## config.mk

```make
export PLATFORM = sky130hd
export DESIGN_NAME = ntt_mulmod
export DESIGN_NICKNAME = d
export VERILOG_FILES = /design/src/rtl/ntt_pkg.sv /design/src/rtl/ntt_mulmod.sv
export SDC_FILE = /design/constraint.sdc
export NUM_CORES = 1
export LEC_CHECK = 0
export BUFFER_PORTS_ARGS = -buffer_cell sky130_fd_sc_hd__buf_2
export CORE_AREA = 2 2 146 148
export CTS_CLUSTER_DIAMETER = 30
export DETAILED_ROUTE_END_ITERATION = 12
export DIE_AREA = 0 0 148 150
export GPL_TIMING_DRIVEN = 1
export SLEW_MARGIN = 10
export SYNTH_ARGS = -nofsm -noshare
export SYNTH_HDL_FRONTEND = slang
export SYNTH_SLANG_ARGS = --single-unit
```

## constraint.sdc

```tcl
create_clock -name clk -period 8 [get_ports clk]
set_input_delay 0 -clock clk [delete_from_list [all_inputs] [get_ports clk]]
set_output_delay 0 -clock clk [all_outputs]
set_load 0.02 [all_outputs]
```

## src/rtl/ntt_pkg.sv

```systemverilog
`timescale 1ns / 1ps
// ----------------------------------------------------------------------------
// ntt_pkg
// Shared constants, command codes and handshake types for the radix-2 NTT.
// ----------------------------------------------------------------------------
package ntt_pkg;

    localparam int VAL_W       = 30;
    localparam int IDX_W       = 10;
    localparam int FUNC_W      = 2;
    localparam int LS_W        = 5;
    localparam int CFG_W       = 4;
    localparam int LOG_MAX_DEF = 10;
    // Exponent of the largest power of two dividing the modulus minus one
    localparam int TOP_EXP     = 23;

    localparam logic [VAL_W-1:0] MODULUS = 30'd998244353;

    // Command codes
    localparam logic [FUNC_W-1:0] FUNC_WRITE = 2'd0;
    localparam logic [FUNC_W-1:0] FUNC_RUN   = 2'd1;
    localparam logic [FUNC_W-1:0] FUNC_READ  = 2'd2;

    // Configuration register indexes
    localparam logic CFG_LOG_SIZE = 1'b0;
    localparam logic CFG_INVERSE  = 1'b1;

    // Primitive 2^23-th root of unity, 3^119 mod p, and its inverse
    localparam logic [VAL_W-1:0] ROOT_FWD = 30'd15311432;
    localparam logic [VAL_W-1:0] ROOT_INV = 30'd469870224;

    typedef struct packed {
        logic             start;
        logic [VAL_W-1:0] a;
        logic [VAL_W-1:0] b;
    } mul_req_t;

    typedef struct packed {
        logic             done;
        logic [VAL_W-1:0] result;
    } mul_rsp_t;

endpackage

```

## src/rtl/ntt_mulmod.sv

```systemverilog
`timescale 1ns / 1ps
// ----------------------------------------------------------------------------
// ntt_mulmod
// Bit-serial modular multiplier: one bit of b per cycle, MSB first.
// ----------------------------------------------------------------------------
module ntt_mulmod
(
    input  logic              clk,
    input  logic              rst_n,
    input  ntt_pkg::mul_req_t req,
    output ntt_pkg::mul_rsp_t rsp
);

    localparam int VW = ntt_pkg::VAL_W;
    localparam logic [VW+1:0] MOD_X = {2'b00, ntt_pkg::MODULUS};
    localparam logic [4:0] LAST = 5'(VW - 1);

    logic [VW-1:0] acc_reg, acc_next;
    logic [VW-1:0] a_reg, a_next;
    logic [VW-1:0] b_reg, b_next;
    logic [4:0]    cnt_reg, cnt_next;
    logic          busy_reg, busy_next;
    logic          done_reg, done_next;
    logic [VW+1:0] dbl, s1, s2;

    // One step: acc = 2*acc + bit*a, reduced by up to two subtracts
    always_comb
    begin
        dbl = {1'b0, acc_reg, 1'b0} + (b_reg[VW-1] ? {2'b00, a_reg} : '0);
        s1  = (dbl >= MOD_X) ? dbl - MOD_X : dbl;
        s2  = (s1 >= MOD_X) ? s1 - MOD_X : s1;
    end

    always_comb
    begin
        acc_next  = acc_reg;
        a_next    = a_reg;
        b_next    = b_reg;
        cnt_next  = cnt_reg;
        busy_next = busy_reg;
        done_next = 1'b0;
        if (req.start)
        begin
            acc_next  = '0;
            a_next    = req.a;
            b_next    = req.b;
            cnt_next  = '0;
            busy_next = 1'b1;
        end
        else if (busy_reg)
        begin
            acc_next = s2[VW-1:0];
            b_next   = {b_reg[VW-2:0], 1'b0};
            cnt_next = cnt_reg + 5'd1;
            if (cnt_reg == LAST)
            begin
                busy_next = 1'b0;
                done_next = 1'b1;
            end
        end
    end

    always_ff @(posedge clk or negedge rst_n)
    begin
        if (!rst_n)
        begin
            busy_reg <= 1'b0;
            done_reg <= 1'b0;
            cnt_reg  <= '0;
        end
        else
        begin
            busy_reg <= busy_next;
            done_reg <= done_next;
            cnt_reg  <= cnt_next;
        end
    end

    always_ff @(posedge clk)
    begin
        acc_reg <= acc_next;
        a_reg   <= a_next;
        b_reg   <= b_next;
    end

    assign rsp.done   = done_reg;
    assign rsp.result = acc_reg;

`ifndef ASSERT_OFF
    // Result is fully reduced when presented
    a_reduced: assert property (@(posedge clk) disable iff (!rst_n)
        done_reg |-> (acc_reg < ntt_pkg::MODULUS))
        else $error("mulmod result not reduced");
    // Done comes only at the end of a run
    a_done_end: assert property (@(posedge clk) disable iff (!rst_n)
        done_reg |-> !busy_reg && $past(busy_reg))
        else $error("mulmod done without run");
    // A start is never issued while a product is in flight
    a_no_overlap: assert property (@(posedge clk) disable iff (!rst_n)
        busy_reg |-> !req.start)
        else $error("mulmod restarted while busy");
`endif

endmodule

```

==> results.cfg, run 1 <==
[critical_path]
cp_max_fo = 24
cp-end-kind = flop
cp.arrival_ns = 7.28
startpoint_type = flop
cp.required_ns = 8.28
crit_type = reg2reg
rr_worst_depth = 23

[timing]
final_max_slew_viol_count = 0
finalHoldViolCount = 0
finClkSkew_ns = 0.0152
fmax_mhz = 143
post-route-period-util_pct = 87.5
rsz0062_at_grt = false
finalSetupViolCount = 0
max_slew_margin_pct = 22.2
worstMarginPinSlew_ns = 1.17
setup-tns-final_ns = 0
finalCriticalPeriod_ns = 7.00

[clock_network]
cts_tree = done
cts_sinks = 97
clock_latency_ns = 0.37
cts.clk_slew.worst_paths_ns = 0.09
cts_buffers = 9
postCtsSetupBuffers = 0
cts_buffer_depth = 2
post_cts_resized = 0
cts_root_buf = clkbuf_16
cts_max_level = 3
hold_buffers = 62

[placement]
routabilityCongestion = 0.903
dpl.hpwl_mm = 17.9
port_buffers = 93

[routing]
drtIter0Drc = 513
drc = 0
route.final.wire_length_mm = 23.7
drt_pre_antenna_iters = 5
ant_nets = 0
viasPerCell = 5.63
wire_per_inst_um = 17.9
vias = 7457

[cells_and_area]
multi_input_area_um2 = 5130
n_antenna_cell = 0
final_nets = 1144
drive_above_1_share_pct = 18.0
register_area_um2 = 2580
syn2layout_area_growth_pct = 20.6
fill_cells = 2054

[floorplanning]
die-area_um2 = 22200
die_h_um = 150
start_util_pct = 38.5
top_level_ports = 94
fp.dieW_um = 148
coreArea_um2 = 20700
rows = 53

[grt]
grt_max_degree = 56
antenna_found_initial = 0
grt_overflow = 0
grt_usage_pct = 21.4
grt_util_met1_pct = 28.2
grt_first_pass_wirelength_mm = 37.6
grt_util_met2_pct = 36.1
grt_pass1_vias = 7159
grt.busiest_layer = met2
grtUsageMet3_pct = 2.96

[pwr]
power.share.clock_pct = 17.4
power_switching_mw = 1.35
p_sw_share_pct = 48.9
leakage_nw = 3.69
combinationalPowerShare_pct = 57.6
power_density_nw_per_um2 = 286
pwr-share-seq_pct = 25.1
total_power_mw = 2.75
peakVddDrop_mv = 0.129
intPower_mw = 1.41

[hold_path]
hold_class = in2reg
holdPathStages = 1

[logic_synthesis]
avgSynthCellArea_um2 = 8.76
syn-instance-count = 909
ys_warn_count = 0
synth_edf_count = 60
synth.distinct_cells = 89
async_flop_share_pct = 7.22
yosysSeqAreaShare_pct = 32.4
synth-seq-cells = 97
synth.net_count = 1008
syn_area_um2 = 7960
synth_flop_cell = edfxtp_1

[flow_run]
max-cap-violations = 0

[outcome]
outcome = complete, no violations
==> cells by family (layout without fill, tap and decap cells) <==
logic type                 after synthesis  after routing  synth area share (%)
and+or+nand+nor                        360            360                  23.2
AOI/OAI and AO/OA                      260            260                  23.8
DFF                                     97             97                  32.4
xor gates and xnor gates                67             67                  7.37
buffers and inverters                   59            200                  3.27
adders and majority gates               36             36                  5.75
muxes                                   30             30                  4.24
==> worst max-delay path: stages, from the launching register on <==
cell and delay, ns:
edfxtp_1 0.47, buf_4 0.25, and2_1 0.16, ha_1 0.36, a21oi_1 0.21, o21ai_0 0.19, a221oi_1 0.62, nand2_1 0.22
a221oi_2 0.51, o311ai_0 0.23, o22ai_1 0.66, a21o_1 0.25, nand2_1 0.07, o21ai_0 0.16, ha_1 0.31, nand3_1 0.11
a21o_1 0.19, a22oi_1 0.20, nand4_2 0.20, o31ai_4 0.67, buf_4 0.32, a2111oi_2 0.10, xnor2_1 0.16, a211oi_1 0.27
==> per-stage QoR <==
step | hold slack, ns | setup slack [ns] | instance area [um2] | std cells | utilization (%)
final | 0.0525 | 1.00 | 9610 | 1325 | 46.4
after CTS | 0.0499 | 1.04 | 9610 | 1325 | 46.4
after floorplan | -0.296 | 1.75 | 7960 | 909 | -
after detailed placement | -0.157 | 1.08 | 8670 | 1247 | 41.9
after global routing | 0.0541 | 0.275 | 9610 | 1325 | 46.4
after global placement | -0.154 | 1.33 | 8670 | 1247 | 41.9
==> layout by cell type (no fill, tap or decap), drive strengths merged, types with 7 or more instances in the layout <==
master,netlist,final
a21o,13,13
nand4,24,24
and2,37,37
xnor2,41,41
or3,9,9
xor2,26,26
dlygate4sd3,0,62
or2,7,7
buf,17,103
a211oi,28,28
a2111oi,8,8
o21ai,61,61
o21a,11,11
nand2b,11,11
dfxtp,30,30
ha,35,35
nor2,80,80
inv,19,24
nand2,102,102
nand3,29,29
o211a,9,9
a21oi,58,58
nor4,11,11
mux2,30,30
o211ai,11,11
nor3,27,27
clkbuf,23,9
dfrtp,7,7
edfxtp,60,60
==> path summary, 6_finish.rpt <==
kind,startpoint,end,slack (ns)
max,b_reg[29],acc_reg[9],1.0
min in group asynchronous,rst_n,cnt_reg[3],0.58
max in group asynchronous,rst_n,cnt_reg[4],7.17
min reg2reg,acc_reg[19],acc_reg[19],0.46
max reg2reg,b_reg[29],acc_reg[9],1.0
min,req[60],a_reg[5],0.05
==> layout make-up <==
class / count / share of cell area (%)
timing repair buffer: 165 / 12.1
clock buffer: 9 / 2.34
inverter: 19 / 0.742
multi-input combinational: 753 / 53.4
tap: 275 / 3.58
clock inverter: 7 / 0.977
sequential: 97 / 26.8
==> layer usage <==
layer	share of wire (%)	vias to the layer above
met5	0	-
met4	2.6	0
met3	4.5	39
met2	47	202
met1	46	3543
li1	-	3673
==> synthesized netlist by cell type, types with 19 or more instances <==
library cell / count / area [um2]
a211oi_1: 22 / 165
a21oi_1: 57 / 285
xor2_1: 26 / 228
edfxtp_1: 60 / 1800
nor3_1: 26 / 130
ha_1: 35 / 438
inv_1: 19 / 71.3
nand4_1: 22 / 138
nand3_1: 29 / 145
and2_1: 36 / 225
dfxtp_1: 30 / 601
xnor2_1: 41 / 359
nor2_1: 78 / 293
clkbuf_1: 23 / 86.3
nand2_1: 101 / 379
mux2_2: 29 / 327
o21ai_0: 33 / 165
o21ai_1: 28 / 140
==> power by group through the flow <==
stage	combinational, mW	sequential (mW)	clock [mW]
6_report	1.58	0.690	0.478
4_1_cts	1.57	0.692	0.491
3_5_place_dp	1.54	0.702	0
3_3_place_gp	1.54	0.701	0
2_1_floorplan	1.11	0.739	0
5_1_grt	1.74	0.701	0.507
Power figures use the tool's default switching activity.
==> run 2: changes to the inputs <==
--- a/config.mk
+++ b/config.mk
@@ -11,7 +11,7 @@
 export DETAILED_ROUTE_END_ITERATION = 12
 export DIE_AREA = 0 0 148 150
 export GPL_TIMING_DRIVEN = 1
-export SLEW_MARGIN = 10
+export MAX_ROUTING_LAYER = met4
 export SYNTH_ARGS = -nofsm -noshare
 export SYNTH_HDL_FRONTEND = slang
 export SYNTH_SLANG_ARGS = --single-unit
==> run 2 against run 1 <==
First-iteration DRC count increased by 5.7%. Via count about the same. Highest routed layer unchanged. Critical path type unchanged. Combinational power barely moved. Fmax is 0.29% lower. Clock power about the same. Power increased by 0.13%. Final area unchanged.
==> results.cfg, run 2 (synthesis results as in run 1) <==
[grt]
antenna_found_initial = 0
grt_max_degree = 56
grt_first_pass_wirelength_mm = 37.6
grt_overflow = 0
grtUsageMet3_pct = 2.77
grt_util_met2_pct = 36.1
grt_usage_pct = 22.0
grt_util_met1_pct = 28.3
grt_pass1_vias = 7168
grt.busiest_layer = met2

[cells_and_area]
final_nets = 1144
fin_cells = 1325
layout_commonest_cell = nand2_1
multi_input_area_um2 = 5130
final_util_pct = 46.4
layout_common_cells = 101 x nand2_1, 92 x buf_2, 77 x nor2_1
drive_above_1_share_pct = 18.0
n_antenna_cell = 0
register_area_um2 = 2580
syn2layout_area_growth_pct = 20.6
fill_cells = 2054

[timing]
finalSetupViolCount = 0
worstMarginPinSlew_ns = 1.17
holdWs_ns = 0.0449
fmax_mhz = 142
setup-tns-final_ns = 0
max_slew_margin_pct = 21.6
final_max_slew_viol_count = 0
finClkSkew_ns = 0.0151
finalCriticalPeriod_ns = 7.02
rsz0062_at_grt = false
post-route-period-util_pct = 87.8
finalHoldViolCount = 0

[critical_path]
cp.buffers_inverters = 2
cp-end-kind = flop
r2r-start = b_reg[29]
cp_top_family = compound AO/OA/AOI/OAI gates
worst_path_max_delay_cell = o31ai_4
cp.required_ns = 8.28
rr_worst_depth = 23
crit_end = acc_reg[9]
slowest_delay_ns = 0.67
crit_cells = 23
startpoint_type = flop
critical_path.cell_chain = buf_4 > and2_1 > ha_1 > a21oi_1 > o21ai_0 > a221oi_1 > nand2_1 > a221oi_2 > o311ai_0 > o22ai_1 > a21o_1 > nand2_1 > o21ai_0 > ha_1 > nand3_1 > a21o_1 > a22oi_1 > nand4_2 > o31ai_4 > buf_4 > a2111oi_2 > xnor2_1 > a211oi_1
crit_type = reg2reg
r2r_setup_slack_ns = 0.98
crit_path_start = b_reg[29]
r2r_end = acc_reg[9]
cp_max_fo = 24
cp.arrival_ns = 7.30

[pwr]
leakage_nw = 3.69
peakVddDrop_mv = 0.129
combinationalPowerShare_pct = 57.6
power.share.clock_pct = 17.4
total_power_mw = 2.76
intPower_mw = 1.41
power_switching_mw = 1.35
power_density_nw_per_um2 = 287
pwr-share-seq_pct = 25.0
p_sw_share_pct = 49.0

[clock_network]
post_cts_resized = 0
cts_sinks = 97
postCtsSetupBuffers = 0
hold_buffers = 62
cts.clk_slew.worst_paths_ns = 0.09
cts_max_level = 3
cts_tree = done
clock_latency_ns = 0.37
cts_root_buf = clkbuf_16
cts_buffers = 9
cts_buffer_depth = 2

[floorplanning]
coreArea_um2 = 20700
die-area_um2 = 22200
fp.dieW_um = 148
top_level_ports = 94
start_util_pct = 38.5
die_h_um = 150
rows = 53

[routing]
ant_nets = 0
wire_per_inst_um = 18.0
drt_pre_antenna_iters = 5
route.final.wire_length_mm = 23.8
drtIter0Drc = 542
viasPerCell = 5.63
drc = 0
vias = 7462

[hold_path]
hold_class = in2reg

[placement]
dpl.hpwl_mm = 17.9
dp.cells = 1247
routabilityCongestion = 0.918
port_buffers = 93

[flow_run]
max-cap-violations = 0

[outcome]
outcome = complete, no violations
-- run 2: area by class of cell --
class	instances	area share, %
Multi-Input combinational cell	753	53.4
Inverter	19	0.742
Clock buffer	9	2.34
Tap cell	275	3.58
Timing Repair Buffer	165	12.1
Sequential cell	97	26.8
Clock inverter	7	0.977
-- run 2: worst min-delay path by stage --
stage	start	to	depth (start not counted)
finish	req[60]	a_reg[5]	1
global route	req[60]	a_reg[5]	1
CTS	req[60]	a_reg[5]	1
detailed placement	rst_n	done_reg	1
global placement	rst_n	done_reg	1
floorplan	rst_n	busy_reg	0
-- run 2: through the flow --
stage                     cell area [um2]  setup WS [ns]
final                                9610          0.979
after global routing                 9610          0.275
after CTS                            9610           1.04
after detailed placement             8670           1.08
after global placement               8670           1.33
after floorplan                      7960           1.75
-- run 2: power by group through the flow --
stage | clock network (mW) | registers [mW] | logic [mW]
after floorplan | 0 | 0.739 | 1.11
after global placement | 0 | 0.701 | 1.54
after detailed placement | 0 | 0.702 | 1.54
after CTS | 0.491 | 0.692 | 1.57
after global routing | 0.507 | 0.701 | 1.74
final | 0.480 | 0.690 | 1.59
-- run 2: layer usage --
| metal | share of wire (%) | up-vias |
|---|---|---|
| met1 | 46 | 3547 |
| met2 | 47 | 198 |
| met5 | 0 | - |
| li1 | - | 3676 |
| met4 | 2.6 | 0 |
| met3 | 4.2 | 41 |
